## config.mk

```make
export PLATFORM = sky130hd
export DESIGN_NAME = pvc_div
export DESIGN_NICKNAME = d
export VERILOG_FILES = /design/src/rtl/core/pvc_pkg.sv /design/src/rtl/core/pvc_div.sv
export SDC_FILE = /design/constraint.sdc
export NUM_CORES = 2
export LEC_CHECK = 0
export BUFFER_PORTS_ARGS = -buffer_cell sky130_fd_sc_hd__buf_2
export CAP_MARGIN = 20
export CORE_MARGIN = 4
export CORE_UTILIZATION = 54
export CTS_BUF_LIST = sky130_fd_sc_hd__clkbuf_4
export DETAILED_ROUTE_END_ITERATION = 8
export PLACE_DENSITY = 0.81
export SLEW_MARGIN = 10
export SYNTH_ARGS = -nofsm -noshare
export SYNTH_HDL_FRONTEND = slang
export SYNTH_SLANG_ARGS = --single-unit
```

## constraint.sdc

```tcl
create_clock -name clk -period 3.5 [get_ports clk]
set_clock_uncertainty 0.15 [all_clocks]
set_input_delay 0.875 -clock clk [delete_from_list [all_inputs] [get_ports clk]]
set_output_delay 0.875 -clock clk [all_outputs]
set_load 0.05 [all_outputs]
```

## src/rtl/core/pvc_pkg.sv

```systemverilog
// ============================================================================
// pvc_pkg: shared types and constants of the proportional velocity clamp
// Request payloads, register indexes, reset values and pipeline depths.
// ============================================================================
`default_nettype none

package pvc_pkg;

  localparam int Q_W        = 32;
  localparam int GAIN_W     = 16;
  localparam int LIM_W      = 23;
  localparam int SQ_W       = 2 * Q_W;
  localparam int NUM_W      = Q_W + LIM_W;
  localparam int SQRT_STEPS = Q_W;
  localparam int DIV_STEPS  = LIM_W;
  localparam int IDX_W      = 3;

  typedef enum logic [IDX_W-1:0] {
    CFG_MODE        = 3'd0,
    CFG_GAIN_XY     = 3'd1,
    CFG_SPEED_LIMIT = 3'd2,
    CFG_GAIN_Z      = 3'd3,
    CFG_Z_LIMIT     = 3'd4
  } pvc_cfg_idx_t;

  localparam logic              MODE_RST        = 1'b1;
  localparam logic [GAIN_W-1:0] GAIN_XY_RST     = 16'd1024;
  localparam logic [LIM_W-1:0]  SPEED_LIMIT_RST = 23'd65536;
  localparam logic [GAIN_W-1:0] GAIN_Z_RST      = 16'd384;
  localparam logic [LIM_W-1:0]  Z_LIMIT_RST     = 23'd65536;

  typedef struct packed {
    logic signed [Q_W-1:0] cur_x;
    logic signed [Q_W-1:0] cur_y;
    logic signed [Q_W-1:0] cur_z;
    logic signed [Q_W-1:0] target_x;
    logic signed [Q_W-1:0] target_y;
    logic signed [Q_W-1:0] target_z;
  } pvc_in_t;

  typedef struct packed {
    logic signed [Q_W-1:0] vel_x;
    logic signed [Q_W-1:0] vel_y;
    logic signed [Q_W-1:0] vel_z;
    logic [Q_W-1:0]        error_norm;
  } pvc_out_t;

  typedef struct packed {
    logic              mode;
    logic [GAIN_W-1:0] gain_xy;
    logic [LIM_W-1:0]  speed_limit;
    logic [GAIN_W-1:0] gain_z;
    logic [LIM_W-1:0]  z_limit;
  } pvc_cfg_t;

  // Per-request values that ride alongside the square root and divide units.
  typedef struct packed {
    logic           sgn_x;
    logic           sgn_y;
    logic           sgn_z;
    logic [Q_W-1:0] mag_x;
    logic [Q_W-1:0] mag_y;
    logic [Q_W-1:0] mag_z;
    logic           hit;
    logic           ovf;
  } pvc_side_t;

endpackage

`default_nettype wire

```

## src/rtl/core/pvc_div.sv

```systemverilog
// ============================================================================
// pvc_div: pipelined restoring divider
// One quotient bit per stage; the quotient is known to fit the limit width.
// ============================================================================
`default_nettype none

module pvc_div import pvc_pkg::*; (
  input  logic             clk,
  input  logic             en,
  input  logic [NUM_W-1:0] num,
  input  logic [Q_W-1:0]   den,
  output logic [LIM_W-1:0] quo
);

  logic [Q_W-1:0]   rem_r [DIV_STEPS-1];
  logic [Q_W-1:0]   den_r [DIV_STEPS-1];
  logic [LIM_W-1:0] low_r [DIV_STEPS-1];
  logic [LIM_W-1:0] quo_r [DIV_STEPS];

  for (genvar k = 0; k < DIV_STEPS; k++) begin : g_step
    logic [Q_W-1:0]   rem_in;
    logic [Q_W-1:0]   den_in;
    logic [LIM_W-1:0] low_in;
    logic [LIM_W-1:0] quo_in;
    logic [Q_W:0]     rem_sh;
    logic [Q_W:0]     diff;
    logic             take;

    if (k == 0) begin : g_first
      assign rem_in = num[NUM_W-1:LIM_W];
      assign den_in = den;
      assign low_in = num[LIM_W-1:0];
      assign quo_in = '0;
    end else begin : g_next
      assign rem_in = rem_r[k-1];
      assign den_in = den_r[k-1];
      assign low_in = low_r[k-1];
      assign quo_in = quo_r[k-1];
    end

    assign rem_sh = {rem_in, low_in[LIM_W-1]};
    assign diff   = rem_sh - {1'b0, den_in};
    assign take   = rem_sh >= {1'b0, den_in};

    always_ff @(posedge clk) begin
      if (en) begin
        quo_r[k] <= {quo_in[LIM_W-2:0], take};
      end
    end

    if (k < DIV_STEPS - 1) begin : g_carry
      always_ff @(posedge clk) begin
        if (en) begin
          rem_r[k] <= take ? diff[Q_W-1:0] : rem_sh[Q_W-1:0];
          den_r[k] <= den_in;
          low_r[k] <= {low_in[LIM_W-2:0], 1'b0};
        end
      end
    end
  end

  assign quo = quo_r[DIV_STEPS-1];

endmodule

`default_nettype wire

```

==> flow_summary.json <==
{
  "synth_area_um2": 105700,
  "fin_area_um2": 133600,
  "cts_tree": "built",
  "synth.avg_cell_area_um2": 11.68,
  "top_layer": "met5",
  "slew_viol_final": 0,
  "die_h_um": 450.3,
  "ys_seq_elements": 1937,
  "drc": 0,
  "vias": 80580,
  "fin_ws_ns": -0.3176,
  "crit_slowest_cell": "edfxtp_1",
  "crit_path_max_fanout": 8,
  "path_buf_inv": 2,
  "path_class": "reg2reg",
  "core_area_um2": 194800,
  "final_layout_size_suffix_gt1_frac": 0.2932,
  "multi_input_area_um2": 46750,
  "period_share": 1.091,
  "cp.arrival_ns": 4.77,
  "violations": "setup timing",
  "switchingPower_mw": 49.77,
  "async_flop_share": 0,
  "fmax_mhz": 261.9,
  "drv_cap": 0,
  "cp-end-kind": "flip-flop",
  "hold_path.class": "in2reg",
  "antenna_found_initial": 5,
  "p_sw_frac": 0.3816,
  "grt_pass1_wl_mm": 433.8,
  "cts.path.max_buffers": 4,
  "cp-start-kind": "flip-flop",
  "synth-edff-count": 1937,
  "grt.overflow.total": 0,
  "postRouteAntennaNets": 0,
  "synthesis.nets": 9892,
  "grt_setup_unrepaired": "true",
  "fin_crit_ns": 3.818,
  "syn_inst": 9045,
  "initial_core_util": 0.5424,
  "setup_tns_ns": -25.04,
  "cts_buffers": 534,
  "ys.flop_type": "edfxtp_1",
  "port_buffers": 111,
  "htreeDepth": 6,
  "status": "finished, violations left",
  "pin_count": 112,
  "wl_met1_mm": 111.6,
  "nets": 11990,
  "placed_cell_area_um2": 118700,
  "die_area_um2": 202800,
  "clkSinkCount": 1937,
  "track_usage": 0.2701,
  "pwr-share-clk": 0.152,
  "p_comb_frac": 0.553,
  "cpPeakStageDelay_ns": 0.48,
  "wl_mm": 291.9,
  "clk_pin_slew_ns": 0.07,
  "synth_cell_types": 93,
  "p_per_area_nw_per_um2": 976.1,
  "grt_pass1_vias": 80720,
  "ir_drop_v": 0.0004821,
  "area_growth_pct": 26.47,
  "final-seq-area_um2": 58170,
  "worst_path_dominant_cell_family": "compound AO/OA/AOI/OAI gates",
  "rrSetupSlack_ns": -0.32,
  "setup_viol": 178,
  "dr_wl_met2_mm": 146.8,
  "ys_warn_count": 0,
  "crit_chain": "ha_4 -> nor2b_4 -> o31a_1 -> nor3_4 -> o311a_1 -> o31a_2 -> o21ai_2 -> nor2_2 -> o21ai_2 -> a211o_4 -> buf_4 -> clkbuf_16 -> mux2_2",
  "cts-root-buf": "clkbuf_4",
  "tightest_slew_ns": 0.7384,
  "die_w_um": 450.3,
  "cp_data_required_time_ns": 4.45,
  "grt_max_degree": 112,
  "row_count": 162,
  "viasPerCell": 5.707,
  "wl_per_cell_um": 20.68,
  "pwr-share-seq": 0.295,
  "cellLeakagePower_nw": 56.76,
  "first_pass_iters": 8,
  "final_hold_viol_count": 0,
  "drt_iter0_drc": 6349,
  "crit_top_cell": "o21ai_2",
  "routabilityCongestion": 0.9829,
  "fillers": 13830,
  "wl_met3_mm": 16.68,
  "power.internal_mw": 80.65,
  "dp_hpwl_mm": 203.4,
  "clk_latency_ns": 1.38,
  "synth_seq_area_share": 0.5505,
  "relSlewSlack": 0.4950
}
[per-layer routing]
metal | track usage | vias to the layer above
li1 | - | 37960
met1 | 0.3158 | 38710
met2 | 0.4722 | 2951
met3 | 0.04793 | 954
met4 | 0.1466 | 4
met5 | 0 | -
[repair_timing]
action | in CTS | in global routing
hold buffers | 125 | 1
hold endpoints to repair | 304 | 1
buffers inserted | 78 | 177
gates cloned | 28 | 25
resized for setup | 362 | 647
pin swaps | 116 | 258
endpoints found under the setup margin | 519 | 632
[layout by cell type (no fill, tap or decap), types with 60 or more instances in the layout]
cell type      instances
clkinv_1              98
ha_4                  60
nand3_1              153
mux2_4               144
o21bai_1              79
o21ai_1               61
nor2b_1               80
buf_12                72
edfxtp_1            1937
buf_2                108
inv_1                926
nand2b_1              77
a21oi_2               68
a21o_1               349
mux2_2               218
buf_6                 64
o21ai_0              381
o21ai_2               71
nor2_1               475
dlygate4sd3_1        125
o21a_1               122
nor3_1                89
xnor2_1              371
clkbuf_4             722
xor2_1               210
nand2_1              473
a21oi_1              701
nand4_1              118
buf_4               1346
ha_1                 664
[layout make-up]
class	instances	share of cell area
clock inverters	154	0.006995
flip-flops and latches	1937	0.4353
inverters	956	0.02691
well taps	2624	0.02457
diodes	11	0.0002060
repair buffers	1776	0.1156
multi-input cells	5938	0.3499
clock buffers	722	0.04056
[worst register-to-register path: stages, from the launching register on]
cell       delay (ns)
edfxtp_1         0.48
ha_4             0.33
nor2b_4          0.14
o31a_1           0.24
nor3_4           0.08
o311a_1          0.42
o31a_2           0.42
o21ai_2          0.16
nor2_2           0.07
o21ai_2          0.22
a211o_4          0.22
buf_4            0.14
clkbuf_16        0.15
mux2_2           0.33
[worst paths after layout]
| kind | end | cells after the start | start |
|---|---|---|---|
| worst max register to register | rem_r[0][116] | 13 | rem_r[0][64] |
| worst max-delay path | rem_r[0][116] | 13 | rem_r[0][64] |
| worst min-delay path | den_r[0][13] | 2 | den[13] |
| worst min register to register | low_r[0][64] | 0 | low_r[0][41] |
[state kept, by name, summed over array words and instances, names as in the netlist]
| register | flops |
|---|---|
| den_r | 704 |
| rem_r | 704 |
| quo_r | 276 |
| low_r | 253 |
[synth_stat cells (16+ instances only)]
| master | count | area (um2) |
|---|---|---|
| clkbuf_1 | 125 | 469.2 |
| nor2_1 | 503 | 1888 |
| o21bai_1 | 83 | 623.1 |
| edfxtp_1 | 1937 | 58170 |
| a21oi_1 | 779 | 3899 |
| o21a_1 | 128 | 960.9 |
| nor2b_1 | 100 | 625.6 |
| xor2_1 | 210 | 1839 |
| xnor2_1 | 373 | 3267 |
| nor4_1 | 31 | 193.9 |
| and4_1 | 18 | 157.7 |
| nor3_1 | 102 | 510.5 |
| and2_1 | 29 | 181.4 |
| or3_1 | 36 | 225.2 |
| o211ai_1 | 37 | 277.8 |
| a2111oi_0 | 20 | 175.2 |
| a31oi_1 | 71 | 444.2 |
| inv_1 | 954 | 3581 |
| nand2_1 | 502 | 1884 |
| mux2_2 | 359 | 4043 |
| a21boi_0 | 25 | 187.7 |
| or2_2 | 23 | 143.9 |
| ha_1 | 736 | 9209 |
| fa_1 | 22 | 440.4 |
| o31ai_1 | 51 | 382.9 |
| a31o_2 | 18 | 157.7 |
| a21o_1 | 350 | 2628 |
| a211o_1 | 20 | 175.2 |
| o31a_1 | 28 | 245.2 |
| o21ai_1 | 31 | 155.2 |
| a211oi_1 | 65 | 488.0 |
| a221oi_1 | 16 | 140.1 |
| nand2b_1 | 77 | 481.7 |
| buf_2 | 57 | 285.3 |
| nand4_1 | 118 | 738.2 |
| nand3_1 | 162 | 810.8 |
| buf_4 | 16 | 120.1 |
| o21ai_0 | 488 | 2442 |
| mux2i_1 | 33 | 330.3 |
| and3_1 | 56 | 350.3 |
[metrics by stage]
stage / worst slack, ns / utilization / std cells / power [mW] / hold slack [ns]
2_1_floorplan: -0.004666 / - / 9045 / 75.35 / 0.2503
3_3_place_gp: -0.4151 / 0.6093 / 12830 / 95.93 / 0.2501
3_5_place_dp: -0.4385 / 0.6093 / 12830 / 97.37 / 0.2545
4_1_cts: -0.2812 / 0.6635 / 13930 / 123.2 / 0.002459
5_1_grt: -0.3962 / 0.6859 / 14110 / 138.2 / 0.03966
6_report: -0.3176 / 0.6860 / 14120 / 130.4 / 0.1318
[logic make-up after synthesis]
family / after synthesis / share of synthesized area
AND/OR/NAND/NOR: 1823 / 0.08279
AO/OA/AOI/OAI: 2377 / 0.1417
flip-flops: 1937 / 0.5505
buffers and inverters: 1170 / 0.04333
multiplexers: 397 / 0.04192
adder cells (fa/ha/maj): 758 / 0.09133
XOR/XNOR: 583 / 0.04833
[power groups by stage]
stage | combinational, mW | clock, mW | sequential (mW)
after floorplan | 39.0 | 0 | 36.4
after detailed placement | 58.7 | 0 | 38.6
after global placement | 57.4 | 0 | 38.5
after CTS | 64.6 | 20.4 | 38.3
final | 72.2 | 19.8 | 38.5
after global routing | 77.6 | 21.7 | 38.8
Note: power is estimated with default switching activity, not from simulation.
